**src/rtl/ledfad_pkg.sv**
```systemverilog
// shared types and constants for the led fade dimmer
`default_nettype none
package ledfad_pkg;
    localparam int NUM_CHANNELS_DEF   = 3;
    localparam int SENS_FULL_DEF      = 100;

    localparam int LEVEL_W  = 8;
    localparam int LUX_W    = 16;
    localparam int SCALE_W  = 17;
    localparam int DEN_W    = 24;
    localparam int REM_W    = DEN_W + 1;
    localparam int QUOT_W   = 17;
    localparam int CNT_W    = 5;
    localparam int PW_W     = 10;
    localparam int CFG_W    = 16;
    localparam int REQ_W    = 3;

    localparam logic [SCALE_W-1:0] SCALE_ONE = 17'h10000;

    // floor(x / 100) as (x * 5243) >> 19, exact for x below 43699
    localparam logic [7:0]  PW_KNEE  = 8'd100;
    localparam logic [12:0] PW_RECIP = 13'd5243;
    localparam int          PW_SHIFT = 19;

    localparam logic [REQ_W-1:0] REQ_TICK   = 3'd0;
    localparam logic [REQ_W-1:0] REQ_LUX    = 3'd1;
    localparam logic [REQ_W-1:0] REQ_TARGET = 3'd2;
    localparam logic [REQ_W-1:0] REQ_ENABLE = 3'd3;
    localparam logic [REQ_W-1:0] REQ_FAULT  = 3'd4;

    localparam logic [1:0] CFG_STEP_SIZE = 2'd0;
    localparam logic [1:0] CFG_LUX_SENS  = 2'd1;
    localparam logic [1:0] CFG_MAX_LUX   = 2'd2;
    localparam logic [1:0] CFG_LUX_HYST  = 2'd3;

    typedef struct packed {
        logic busy;
        logic done;
    } div_stat_t;
endpackage
`default_nettype wire

```
**src/rtl/ledfad_div.sv**
```systemverilog
// bit-serial restoring divider for the ambient reduction, one quotient bit per cycle
`default_nettype none
module ledfad_div (
    input  wire logic                            aclk,
    input  wire logic                            aresetn,
    input  wire logic                            start,
    input  wire logic [ledfad_pkg::DEN_W-1:0]    num,
    input  wire logic [ledfad_pkg::DEN_W-1:0]    den,
    output ledfad_pkg::div_stat_t                stat,
    output logic      [ledfad_pkg::QUOT_W-1:0]   quot
);
    logic [ledfad_pkg::REM_W-1:0]  rem_reg;
    logic [ledfad_pkg::DEN_W-1:0]  den_reg;
    logic [ledfad_pkg::QUOT_W-1:0] quot_reg;
    logic [ledfad_pkg::CNT_W-1:0]  cnt_reg;
    logic                          done_reg;
    logic                          ge;
    logic [ledfad_pkg::REM_W-1:0]  rem_sub;

    // numerator never exceeds the divisor, so the first bit is the integer part
    assign ge      = rem_reg >= {1'b0, den_reg};
    assign rem_sub = ge ? rem_reg - {1'b0, den_reg} : rem_reg;

    always_ff @(posedge aclk) begin
        if (!aresetn) begin
            cnt_reg  <= '0;
            done_reg <= 1'b0;
        end else begin
            done_reg <= 1'b0;
            if (start) begin
                rem_reg  <= {1'b0, num};
                den_reg  <= den;
                quot_reg <= '0;
                cnt_reg  <= ledfad_pkg::CNT_W'(ledfad_pkg::QUOT_W);
            end else if (cnt_reg != '0) begin
                rem_reg  <= {rem_sub[ledfad_pkg::REM_W-2:0], 1'b0};
                quot_reg <= {quot_reg[ledfad_pkg::QUOT_W-2:0], ge};
                cnt_reg  <= cnt_reg - 1'b1;
                done_reg <= (cnt_reg == ledfad_pkg::CNT_W'(1));
            end
        end
    end

    assign stat.busy = (cnt_reg != '0);
    assign stat.done = done_reg;
    assign quot      = quot_reg;
endmodule
`default_nettype wire

```
**src/rtl/ledfad_pwm.sv**
```systemverilog
// two-stage pulse width: square / knee via reciprocal, or level if under knee
`default_nettype none
module ledfad_pwm (
    input  wire logic                             aclk,
    input  wire logic                             aresetn,
    input  wire logic                             start,
    input  wire logic [ledfad_pkg::LEVEL_W-1:0]   level,
    output logic                                  done,
    output logic      [ledfad_pkg::PW_W-1:0]      pulse_width
);
    logic [2*ledfad_pkg::LEVEL_W-1:0] sq_reg;
    logic [ledfad_pkg::LEVEL_W-1:0]   lvl_reg;
    logic                             v1_reg;
    logic                             done_reg;
    logic [ledfad_pkg::PW_W-1:0]      pw_reg;
    logic [28:0]                      prod;

    assign prod = sq_reg * ledfad_pkg::PW_RECIP;

    always_ff @(posedge aclk) begin
        if (!aresetn) begin
            v1_reg   <= 1'b0;
            done_reg <= 1'b0;
        end else begin
            v1_reg   <= start;
            done_reg <= v1_reg;
            if (start) begin
                sq_reg  <= level * level;
                lvl_reg <= level;
            end
            if (v1_reg) begin
                pw_reg <= (lvl_reg < ledfad_pkg::PW_KNEE)
                          ? {2'b00, lvl_reg}
                          : prod[ledfad_pkg::PW_SHIFT +: ledfad_pkg::PW_W];
            end
        end
    end

    assign done        = done_reg;
    assign pulse_width = pw_reg;
endmodule
`default_nettype wire

```
**src/rtl/led_fade_ambient_dimmer_core.sv**
```systemverilog
// top level of the led fade dimmer with ambient compensation
// Usage: requests arrive on the s_ stream, request kind in s_tuser. A tick with a
// fade running yields one transaction per channel on the m_ stream, the final one
// with m_tlast; every other request yields nothing. Settings go through the
// cfg_ write port; the user must write them only while the block is idle,
// as the block itself does not enforce it. A tick walks the channels one at a
// time: target multiply, step, two pulse width stages, output load. A lux sample
// is clamped and checked against the hysteresis, then waits on the bit-serial
// divider (one of 17 quotient bits per cycle) and the result load; a sample
// inside the hysteresis or with a zero maximum lux ends after the check.
// Set target, set enable and sensor fault finish in the cycle they are accepted.
// s_tready is high only between requests; one request is worked at a time.
// The output register holds a result while m_tready is low, and the channel walk
// waits on it, so nothing is lost under backpressure.
// Reset (aresetn, synchronous, active low) zeroes all levels, sets unity scale,
// marks sensor ok and enable on, stops any fade and restores register defaults.
`default_nettype none
module led_fade_ambient_dimmer_core #(
    parameter int NUM_CHANNELS           = ledfad_pkg::NUM_CHANNELS_DEF,
    parameter int SENSITIVITY_FULL_SCALE = ledfad_pkg::SENS_FULL_DEF
) (
    input  wire logic        aclk,
    input  wire logic        aresetn,
    input  wire logic        cfg_wr_en,
    input  wire logic [1:0]  cfg_addr,
    input  wire logic [15:0] cfg_wdata,
    input  wire logic        s_tvalid,
    output logic             s_tready,
    // led_index[2:0], target_level[10:3], lux_value[26:11], enable_bit[27]
    input  wire logic [31:0] s_tdata,
    // req_type[2:0]
    input  wire logic [2:0]  s_tuser,
    output logic             m_tvalid,
    input  wire logic        m_tready,
    // channel[2:0], level[10:3], pulse_width[20:11], output_on[21], changed[22]
    output logic [23:0]      m_tdata,
    output logic             m_tlast
);
    localparam int CH_W = (NUM_CHANNELS > 1) ? $clog2(NUM_CHANNELS) : 1;
    localparam int LW   = ledfad_pkg::LEVEL_W;

    typedef enum logic [2:0] {
        S_IDLE, S_LUX_CLAMP, S_LUX_HYST, S_LUX_DIV,
        S_TGT, S_STEP, S_PWM, S_OUT
    } state_t;

    state_t state_reg;

    logic [7:0]  step_reg;
    logic [6:0]  sens_reg;
    logic [15:0] max_reg;
    logic [15:0] hyst_reg;

    logic [LW-1:0] cur_reg  [NUM_CHANNELS];
    logic [LW-1:0] des_reg  [NUM_CHANNELS];
    logic [LW-1:0] save_reg [NUM_CHANNELS];
    logic [ledfad_pkg::SCALE_W-1:0] scale_reg;
    logic [15:0] last_lux_reg;
    logic        have_lux_reg;
    logic        sensor_ok_reg;
    logic        soft_en_reg;
    logic        fade_reg;

    logic [15:0]     lux_reg;
    logic [CH_W-1:0] ch_reg;
    logic [LW-1:0]   tgt_reg;
    logic [LW-1:0]   lvl_reg;
    logic            moved_reg;
    logic            any_reg;

    logic        m_tvalid_reg;
    logic [23:0] m_tdata_reg;
    logic        m_tlast_reg;

    logic [2:0]  in_req;
    logic [2:0]  in_idx;
    logic [7:0]  in_lvl;
    logic [15:0] in_lux;
    logic        in_en;
    logic        in_acc;

    assign in_req = s_tuser;
    assign in_idx = s_tdata[2:0];
    assign in_lvl = s_tdata[10:3];
    assign in_lux = s_tdata[26:11];
    assign in_en  = s_tdata[27];
    assign s_tready = (state_reg == S_IDLE);
    assign in_acc   = s_tvalid && s_tready;

    // lux path
    logic [7:0]  sens_sat;
    logic [15:0] lux_diff;
    logic        lux_skip;
    logic [ledfad_pkg::DEN_W-1:0] div_num;
    logic [ledfad_pkg::DEN_W-1:0] div_den;
    logic        div_start;
    ledfad_pkg::div_stat_t div_st;
    logic [ledfad_pkg::QUOT_W-1:0] div_q;

    assign sens_sat = ({1'b0, sens_reg} > 8'(SENSITIVITY_FULL_SCALE))
                      ? 8'(SENSITIVITY_FULL_SCALE) : {1'b0, sens_reg};
    assign lux_diff = (last_lux_reg > lux_reg) ? last_lux_reg - lux_reg
                                               : lux_reg - last_lux_reg;
    assign lux_skip = have_lux_reg && (lux_diff < hyst_reg);
    assign div_num  = sens_sat * (max_reg - lux_reg);
    assign div_den  = 8'(SENSITIVITY_FULL_SCALE) * max_reg;
    assign div_start = (state_reg == S_LUX_HYST) && !lux_skip && (max_reg != '0);

    ledfad_div u_div (
        .aclk    (aclk),
        .aresetn (aresetn),
        .start   (div_start),
        .num     (div_num),
        .den     (div_den),
        .stat    (div_st),
        .quot    (div_q)
    );

    // channel step
    logic [LW-1:0] cur_sel;
    logic [LW-1:0] des_sel;
    logic [24:0]   tgt_prod;
    logic [7:0]    step_eff;
    logic [LW-1:0] nxt;
    logic          moved;

    assign cur_sel  = cur_reg[ch_reg];
    assign des_sel  = des_reg[ch_reg];
    assign tgt_prod = des_sel * scale_reg;
    assign step_eff = (step_reg == '0) ? 8'd1 : step_reg;

    always_comb begin
        nxt   = cur_sel;
        moved = 1'b0;
        if (cur_sel > tgt_reg) begin
            nxt   = ((cur_sel - tgt_reg) > step_eff) ? cur_sel - step_eff : tgt_reg;
            moved = 1'b1;
        end else if (cur_sel < tgt_reg) begin
            nxt   = ((tgt_reg - cur_sel) > step_eff) ? cur_sel + step_eff : tgt_reg;
            moved = 1'b1;
        end
    end

    logic                      pwm_start;
    logic                      pwm_done;
    logic [ledfad_pkg::PW_W-1:0] pwm_pw;

    assign pwm_start = (state_reg == S_STEP);

    ledfad_pwm u_pwm (
        .aclk        (aclk),
        .aresetn     (aresetn),
        .start       (pwm_start),
        .level       (nxt),
        .done        (pwm_done),
        .pulse_width (pwm_pw)
    );

    logic last_ch;
    assign last_ch = (ch_reg == CH_W'(NUM_CHANNELS - 1));

    always_ff @(posedge aclk) begin
        if (!aresetn) begin
            state_reg     <= S_IDLE;
            step_reg      <= 8'd1;
            sens_reg      <= '0;
            max_reg       <= 16'd200;
            hyst_reg      <= 16'd30;
            for (int i = 0; i < NUM_CHANNELS; i++) begin
                cur_reg[i]  <= '0;
                des_reg[i]  <= '0;
                save_reg[i] <= '0;
            end
            scale_reg     <= ledfad_pkg::SCALE_ONE;
            last_lux_reg  <= '0;
            have_lux_reg  <= 1'b0;
            sensor_ok_reg <= 1'b1;
            soft_en_reg   <= 1'b1;
            fade_reg      <= 1'b0;
            ch_reg        <= '0;
            any_reg       <= 1'b0;
            m_tvalid_reg  <= 1'b0;
        end else begin
            if (cfg_wr_en) begin
                unique case (cfg_addr)
                    ledfad_pkg::CFG_STEP_SIZE: step_reg <= cfg_wdata[7:0];
                    ledfad_pkg::CFG_LUX_SENS:  sens_reg <= cfg_wdata[6:0];
                    ledfad_pkg::CFG_MAX_LUX:   max_reg  <= cfg_wdata;
                    ledfad_pkg::CFG_LUX_HYST:  hyst_reg <= cfg_wdata;
                    default: ;
                endcase
            end
            // the output load below owns m_tvalid_reg while in S_OUT
            if (m_tready && state_reg != S_OUT) begin
                m_tvalid_reg <= 1'b0;
            end
            unique case (state_reg)
                S_IDLE: begin
                    if (in_acc) begin
                        unique case (in_req)
                            ledfad_pkg::REQ_TICK: begin
                                if (fade_reg) begin
                                    ch_reg    <= '0;
                                    any_reg   <= 1'b0;
                                    state_reg <= S_TGT;
                                end
                            end
                            ledfad_pkg::REQ_LUX: begin
                                if (!fade_reg && soft_en_reg && sensor_ok_reg) begin
                                    lux_reg   <= in_lux;
                                    state_reg <= S_LUX_CLAMP;
                                end
                            end
                            ledfad_pkg::REQ_TARGET: begin
                                if ({1'b0, in_idx} < 4'(NUM_CHANNELS)) begin
                                    des_reg[in_idx[CH_W-1:0]] <= in_lvl;
                                    fade_reg <= 1'b1;
                                end
                            end
                            ledfad_pkg::REQ_ENABLE: begin
                                if (in_en != soft_en_reg) begin
                                    for (int i = 0; i < NUM_CHANNELS; i++) begin
                                        if (in_en) begin
                                            des_reg[i] <= save_reg[i];
                                        end else begin
                                            save_reg[i] <= des_reg[i];
                                            des_reg[i]  <= '0;
                                        end
                                    end
                                    fade_reg    <= 1'b1;
                                    soft_en_reg <= in_en;
                                end
                            end
                            ledfad_pkg::REQ_FAULT: begin
                                scale_reg     <= ledfad_pkg::SCALE_ONE;
                                sensor_ok_reg <= 1'b0;
                            end
                            default: ;
                        endcase
                    end
                end
                S_LUX_CLAMP: begin
                    if (lux_reg > max_reg) begin
                        lux_reg <= max_reg;
                    end
                    state_reg <= S_LUX_HYST;
                end
                S_LUX_HYST: begin
                    if (lux_skip) begin
                        state_reg <= S_IDLE;
                    end else if (max_reg == '0) begin
                        scale_reg    <= ledfad_pkg::SCALE_ONE;
                        last_lux_reg <= lux_reg;
                        have_lux_reg <= 1'b1;
                        fade_reg     <= 1'b1;
                        state_reg    <= S_IDLE;
                    end else begin
                        state_reg <= S_LUX_DIV;
                    end
                end
                S_LUX_DIV: begin
                    if (div_st.done) begin
                        scale_reg    <= ledfad_pkg::SCALE_ONE - div_q;
                        last_lux_reg <= lux_reg;
                        have_lux_reg <= 1'b1;
                        fade_reg     <= 1'b1;
                        state_reg    <= S_IDLE;
                    end
                end
                S_TGT: begin
                    tgt_reg   <= tgt_prod[23:16];
                    state_reg <= S_STEP;
                end
                S_STEP: begin
                    cur_reg[ch_reg] <= nxt;
                    lvl_reg   <= nxt;
                    moved_reg <= moved;
                    any_reg   <= any_reg | moved;
                    state_reg <= S_PWM;
                end
                S_PWM: begin
                    if (pwm_done) begin
                        state_reg <= S_OUT;
                    end
                end
                S_OUT: begin
                    if (!m_tvalid_reg || m_tready) begin
                        m_tvalid_reg <= 1'b1;
                        m_tdata_reg  <= {1'b0, moved_reg, (lvl_reg != '0), pwm_pw,
                                         lvl_reg, 3'(ch_reg)};
                        m_tlast_reg  <= last_ch;
                        if (last_ch) begin
                            if (!any_reg) begin
                                fade_reg <= 1'b0;
                            end
                            state_reg <= S_IDLE;
                        end else begin
                            ch_reg    <= ch_reg + 1'b1;
                            state_reg <= S_TGT;
                        end
                    end
                end
                default: state_reg <= S_IDLE;
            endcase
        end
    end

    assign m_tvalid = m_tvalid_reg;
    assign m_tdata  = m_tdata_reg;
    assign m_tlast  = m_tlast_reg;

    a_div_done_in_wait: assert property (@(posedge aclk) disable iff (!aresetn)
        div_st.done |-> state_reg == S_LUX_DIV)
        else $error("divider finished outside the lux wait");

    a_div_start_idle: assert property (@(posedge aclk) disable iff (!aresetn)
        div_start |-> !div_st.busy)
        else $error("divider started while still busy");

    a_last_is_top_channel: assert property (@(posedge aclk) disable iff (!aresetn)
        (m_tvalid && m_tlast) |-> m_tdata[2:0] == 3'(NUM_CHANNELS - 1))
        else $error("tick end flagged on the wrong channel");

    a_on_matches_level: assert property (@(posedge aclk) disable iff (!aresetn)
        m_tvalid |-> (m_tdata[21] == (m_tdata[10:3] != '0)))
        else $error("output enable disagrees with level");

    a_pulse_in_range: assert property (@(posedge aclk) disable iff (!aresetn)
        m_tvalid |-> m_tdata[20:11] <= 10'd650)
        else $error("pulse width beyond curve maximum");
endmodule
`default_nettype wire
```
**config.mk**
```make
export PLATFORM = sky130hd
export DESIGN_NAME = led_fade_ambient_dimmer_core
export DESIGN_NICKNAME = d
export VERILOG_FILES = /design/src/rtl/ledfad_pkg.sv /design/src/rtl/ledfad_div.sv /design/src/rtl/ledfad_pwm.sv /design/src/rtl/led_fade_ambient_dimmer_core.sv
export SDC_FILE = /design/constraint.sdc
export NUM_CORES = 2
export LEC_CHECK = 0
export BUFFER_PORTS_ARGS = -buffer_cell sky130_fd_sc_hd__buf_2
export CAP_MARGIN = 20
export CORE_UTILIZATION = 55
export CTS_BUF_LIST = sky130_fd_sc_hd__clkbuf_2
export DETAILED_ROUTE_END_ITERATION = 16
export HOLD_SLACK_MARGIN = 0.08
export PLACE_DENSITY = 0.71
export REMOVE_ABC_BUFFERS = 1
export SLEW_MARGIN = 20
export SYNTH_ARGS = -nofsm -noshare
export SYNTH_HDL_FRONTEND = slang
export SYNTH_SLANG_ARGS = --single-unit
```
**constraint.sdc**
```tcl
create_clock -name aclk -period 22.5 [get_ports aclk]
set_input_delay 2.25 -clock aclk [delete_from_list [all_inputs] [get_ports aclk]]
set_output_delay 2.25 -clock aclk [all_outputs]
set_load 0.005 [all_outputs]
```
# [After elaboration in Yosys (flattened, before gate mapping)]
# Memories as Yosys holds them, arrays and structs flattened. A register that Yosys moved wholly into a read port is not among the register bits.
# Cells that the tools add are included.
# Widths: inputs -> output; s select.
[totals] register_bits=244 mem_bits_rw=72 out_inout_bits=27 elab_cells=272 memories=3
[mem_list] name="cur_reg" depth=3 width=8 rd=1 rd_ports_with_merged_regs=1 wr=3 line="led_fade_ambient_dimmer_core.sv:54" source="logic [LW-1:0] cur_reg [NUM_CHANNELS];"
[mem_list] name="des_reg" depth=3 width=8 rd=4 rd_ports_with_merged_regs=1 wr=3 line="led_fade_ambient_dimmer_core.sv:55" source="logic [LW-1:0] des_reg [NUM_CHANNELS];"
[mem_list] name="save_reg" depth=3 width=8 rd=3 rd_ports_with_merged_regs=0 wr=3 line="led_fade_ambient_dimmer_core.sv:56" source="logic [LW-1:0] save_reg [NUM_CHANNELS];"
[op_classes] addsub=11 mul=5 n_lt_le_gt_ge=11 eq_ne=39 muxes=110 n_bitwise=12 reduce_logical=49
[op_table] cell="$mux 8" n=17
[op_table] cell="$mux 16" n=8
[op_table] cell="$mux 17" n=6
[op_table] cell="$pmux 16 s2" n=2
[op_table] cell="$pmux 17 s3" n=1
[op_table] cell="$mul 8x17->24" n=2
[op_table] cell="$mux 24" n=2
[op_table] cell="$mux 1" n=43
[op_table] cell="$gt 16x16->1" n=2
[op_table] cell="$sub 16x16->16" n=2
[op_table] cell="$mul 16x13->29 const B" n=1
[op_table] cell="$mux 2" n=13
[op_table] cell="$ge 25x23->1" n=1
[op_table] cell="$mux 25" n=1
[op_table] cell="$gt 8x8->1" n=3
[op_table] cell="$pmux 3 s8" n=1
[op_table] cell="$sub 24x23->24" n=1
[op_table] cell="$sub 8x8->8" n=3
[op_table] cell="$mul 5x16->21 const A" n=1
[op_table] cell="$mux 3" n=7
[op_table] cell="$ne 2x1->1 const B" n=9
[op_table] cell="$reduce_and 2->1" n=9
[op_table] cell="$reduce_and 6->1" n=3
[op_table] cell="$sub 16x16->17" n=1
[op_table] cell="48 further kinds" n=98

# [Logic depth before layout (Yosys ltp)]
[depth] depth_word=10 ltp_mapped=44 depth_no_buf=40

# [Cells and area by module]
# From an unflattened synthesis, not the netlist that was laid out.
[unflattened] hier_cells=3565 hier_area_um2=34421.8
[modules_own_cells] module="led_fade_ambient_dimmer_core" n_inst=1 cells_each=2530 area_per_inst_um2=23640.2 seq_area_each_um2=6185.9
[modules_own_cells] module="ledfad_pwm" n_inst=1 cells_each=607 area_per_inst_um2=6338.6 seq_area_each_um2=1001.0
[modules_own_cells] module="ledfad_div" n_inst=1 cells_each=428 area_per_inst_um2=4443.0 seq_area_each_um2=2102.0

# [Least setup slack after synthesis]
# OpenSTA, ideal clock, no wires.
[synth_timing] path_type="flip-flop to flip-flop" start="reg with a tool-made name" end="reg u_pwm.sq_reg[15] (netlist bit) (data pin)" setup_ns=0.266 arrival_ns=8.298 setup_slack_ns=13.937 stages_incl_launch_ff=41 synth_period_minus_slack_ns=8.563 cell_sequence="dfxtp_1 buf_2 buf_2 mux4_2 inv_1 ha_1 inv_1 fa_1 a21o_1 a21oi_1 o21bai_1 a21oi_1 xnor2_1 ha_1 and3_1 a21boi_1 o31ai_1 buf_2 [5 not listed] inv_1 ha_1 or2_2 fa_1 fa_1 inv_1 fa_1 inv_1 ha_1 inv_1 o21bai_1 a21oi_1 nor2b_1 o21a_1 nor3_1 nor2_1 o41ai_1 xnor2_1"
[synth_lines] element="end signal: assignment" line="ledfad_pwm.sv:28" source="sq_reg <= level * level;"
[synth_lines] element="end: declaration" line="ledfad_pwm.sv:11" source="logic [2*ledfad_pkg::LEVEL_W-1:0] sq_reg;"

==> impl_results.md <==
- Hold Path Class: flip-flop to flip-flop
- CP max FO: 16
- Setup Crit Path Kind: flip-flop to flip-flop
- DRT Wirelength: about 74000 um
- Max Root-Sink Buffers: 3
- Iter 0 DRT Violations: around 1200
- Area growth, synth to finish: 6.128%
- Fillers: between 5000 and 6000
- Synth Register Bits: 332
- CTS Buf Count: 91
- RSZ-0062 raised after global routing: false
- Synth area leader: edfxtp_1
- Power Density: between 80 and 90 nW/um2
- # hold bufs at CTS: 0
- Fin area: about 35000 um2
- Critical Path RT: ~23 ns
- Synth unique cells: 78
- Root Driver: clkbuf_2
- First-pass GRT wire length: roughly 120000 um
- Mapped cell area: between 30000 and 40000 um2
- Final hold viol count: 0
- Static leakage: between 15 and 20 nW
- Residual DRC count: 6
- Max-slew violation count: 0
- Latest clock arrival within the worst-skew pair: around 1.1 ns
- Fmax: between 100 and 150 MHz
- Post-CTS Setup Bufs: 0
- Starting Density: 55.94%
- Antenna violations before repair: 3
- Number of global-route vias before repair: 24630
- Post-synth EDFFs: roughly 230
- Clk slew on worst S/H paths: about 0.12 ns
- Clk sinks: about 330
- I/O Pins: 85
- Post-DRT Antenna Nets: 0
- MaxCap Viol Count: 0
- Total design power: between 0.003 and 0.004 W
- Share of cells above drive strength 1: around 8.6%
- CP endpoint kind: flip-flop
- Die footprint: 61240 um2
- CP peak stage delay: about 0.95 ns
- Status: complete, but fails checks
- Sequential share of the synthesized area: about 27%
- Synth top area share: between 20% and 30%
- Post-DP HPWL: around 58000 um
- Row cnt: between 80 and 90
- CTS tree: yes
- Worst Tran Pin Value: approximately 1.1 ns
- Max transition margin: 27.32%
- H-tree levels: 3
- Total Routing Usage GR: 25.23%
- Post_cts resized: 0
- Core Region: between 50000 and 60000 um2
- DRT Pass-1 Iters: 13
- Min Tclk post-route: between 9 and 10 ns
- Total grt overflow: 0
- Vias: about 24000
- CP arrival: ~10 ns
- DR WL/cell: between 15 and 20 um
- Final Skew: 0.1169 ns
- Synth Area per Inst: 9.539 um2
- Die Width: between 200 and 250 um
- CP most frequent cell: inv_1
- Nets: approximately 4300
- Critical path's slowest cell: dfxtp_1
- PortBufs: between 70 and 80
- Worst vdd ir: 104.7 uV
- Async S/R FF share, synth: 0%
- Die H: 247.5 um
- Final setup violating endpoints: 0
- Failing checks: DRC
- Most used flip-flop cell after synthesis: edfxtp_1
- Startpoint types: flip-flop
- Worst Hold Slack: ~0.43 ns
- Vias/cell: ~5.5
- Setup TNS: 0 ns
- Global placement routability congestion: about 0.88
- Placed cell area: roughly 34000 um2
- Mapped Cells: 3474
- Period Utilization, post-route: 41.17%
- Synth warn: 0
- Largest net degree at the start of global routing: about 70
- Top cells by area, synth: edfxtp_1 21%, fa_1 18%, ha_1 16%
==> metal layers <==
| metal | global-route usage, % | share of wire (%) |
|---|---|---|
| met1 | 31.95 | 43 |
| met4 | 10.14 | 3.5 |
| met5 | 0 | 0 |
| met3 | 3.460 | 4.2 |
| met2 | 43.42 | 49 |
==> cell type report <==
cell class | count | area (um2) | share of cell area, %
multi-input combinational | 2479 | 21700 | 61.72
sequential | 332 | 8959 | 25.47
inverter | 551 | 2068 | 5.881
tap | 773 | 967.2 | 2.750
clock buffer | 126 | 630.6 | 1.793
timing repair buffer | 100 | 555.5 | 1.580
clock inverter | 43 | 274.0 | 0.7791
antenna | 4 | 10.01 | 0.02846
==> metrics by stage <==
stage                     util [%]  worst slack [ns]  std cells
after detailed placement     57.82             13.08       4235
final                        59.36             13.24       4408
after global routing         59.36             12.51       4406
after floorplan                  -             12.80       3362
after CTS                    59.34             13.09       4404
after global placement       57.82             13.22       4235
==> cell usage in the layout (no fill, tap or decap), types with 8 or more instances in the layout <==
cell	synthesis	routed
a211oi_1	8	8
a21o_1	62	62
a21oi_1	161	160
a22o_1	17	17
a31oi_1	19	18
and2_1	137	137
and3_1	17	17
buf_2	22	78
buf_4	3	22
clkbuf_2	0	126
clkinv_1	0	26
clkinv_2	0	8
conb_1	2	14
dfxtp_1	101	101
edfxtp_1	231	231
fa_1	293	293
ha_1	419	419
inv_1	549	549
mux2_2	22	22
mux2i_1	54	54
mux4_2	16	16
nand2_1	322	322
nand2b_1	25	24
nand3_1	45	45
nand4_1	19	19
nor2_1	271	270
nor2b_1	21	21
nor3_1	46	46
o211ai_1	29	29
o21a_1	25	25
o21ai_0	94	92
o21ai_1	27	27
o21bai_1	27	27
or3_1	19	19
xnor2_1	104	104
xor2_1	50	50
==> path summary, 6_finish.rpt <==
check,endpoint,from,cells after the start,slack (ns)
setup / recovery,u_pwm.sq_reg[15]$_DFFE_PP_,flip-flop,37,13.24
hold / removal,m_tdata[22]$_DFFE_PP_,moved_reg$_DFFE_PP_,0,0.43
setup reg to reg,u_pwm.sq_reg[15]$_DFFE_PP_,flip-flop,37,13.24
hold reg to reg,m_tdata[22]$_DFFE_PP_,moved_reg$_DFFE_PP_,0,0.43
==> critical path: cells and delay by family (launching register included) <==
kind,cells,cell delay [ns]
AO/OA/AOI/OAI,13,2.87
XOR/XNOR,2,0.26
adder cells (fa/ha/maj),8,2.89
buffers and inverters,7,0.80
flip-flops,1,0.95
multiplexers,1,0.49
AND/OR/NAND/NOR,6,0.84
==> where the power goes <==
| part | leakage, nW | switching, W | internal [W] |
|---|---|---|---|
| Sequential | 3.03 | 0.0000587 | 0.000812 |
| Clock | 0.660 | 0.000283 | 0.000192 |
| Combinational | 13.1 | 0.000944 | 0.000724 |
==> cells by family (layout without fill, tap and decap cells) <==
| kind of cell | after synthesis | count (layout) | share of synthesized area [%] |
|---|---|---|---|
| and+or+nand+nor | 959 | 959 | 13.47 |
| adders and majority gates | 712 | 712 | 33.52 |
| buffers and inverters | 675 | 820 | 7.786 |
| AOI/OAI and AO/OA | 546 | 546 | 10.56 |
| DFF | 332 | 332 | 27.03 |
| xor gates and xnor gates | 154 | 154 | 4.070 |
| muxes | 94 | 94 | 3.534 |
| other | 2 | 18 | 0.02266 |
==> cells in the mapped netlist (19+ instances only) <==
master    number
inv_1        549
ha_1         419
nand2_1      322
fa_1         293
nor2_1       271
edfxtp_1     231
a21oi_1      161
and2_1       137
xnor2_1      104
dfxtp_1      101
o21ai_0       94
clkbuf_1      78
a21o_1        62
mux2i_1       54
xor2_1        50
nor3_1        46
nand3_1       45
o211ai_1      29
o21ai_1       27
o21bai_1      27
nand2b_1      25
o21a_1        25
buf_2         22
mux2_2        22
nor2b_1       21
buf_1         20
a31oi_1       19
nand4_1       19
or3_1         19
Power figures use the tool's default switching activity.
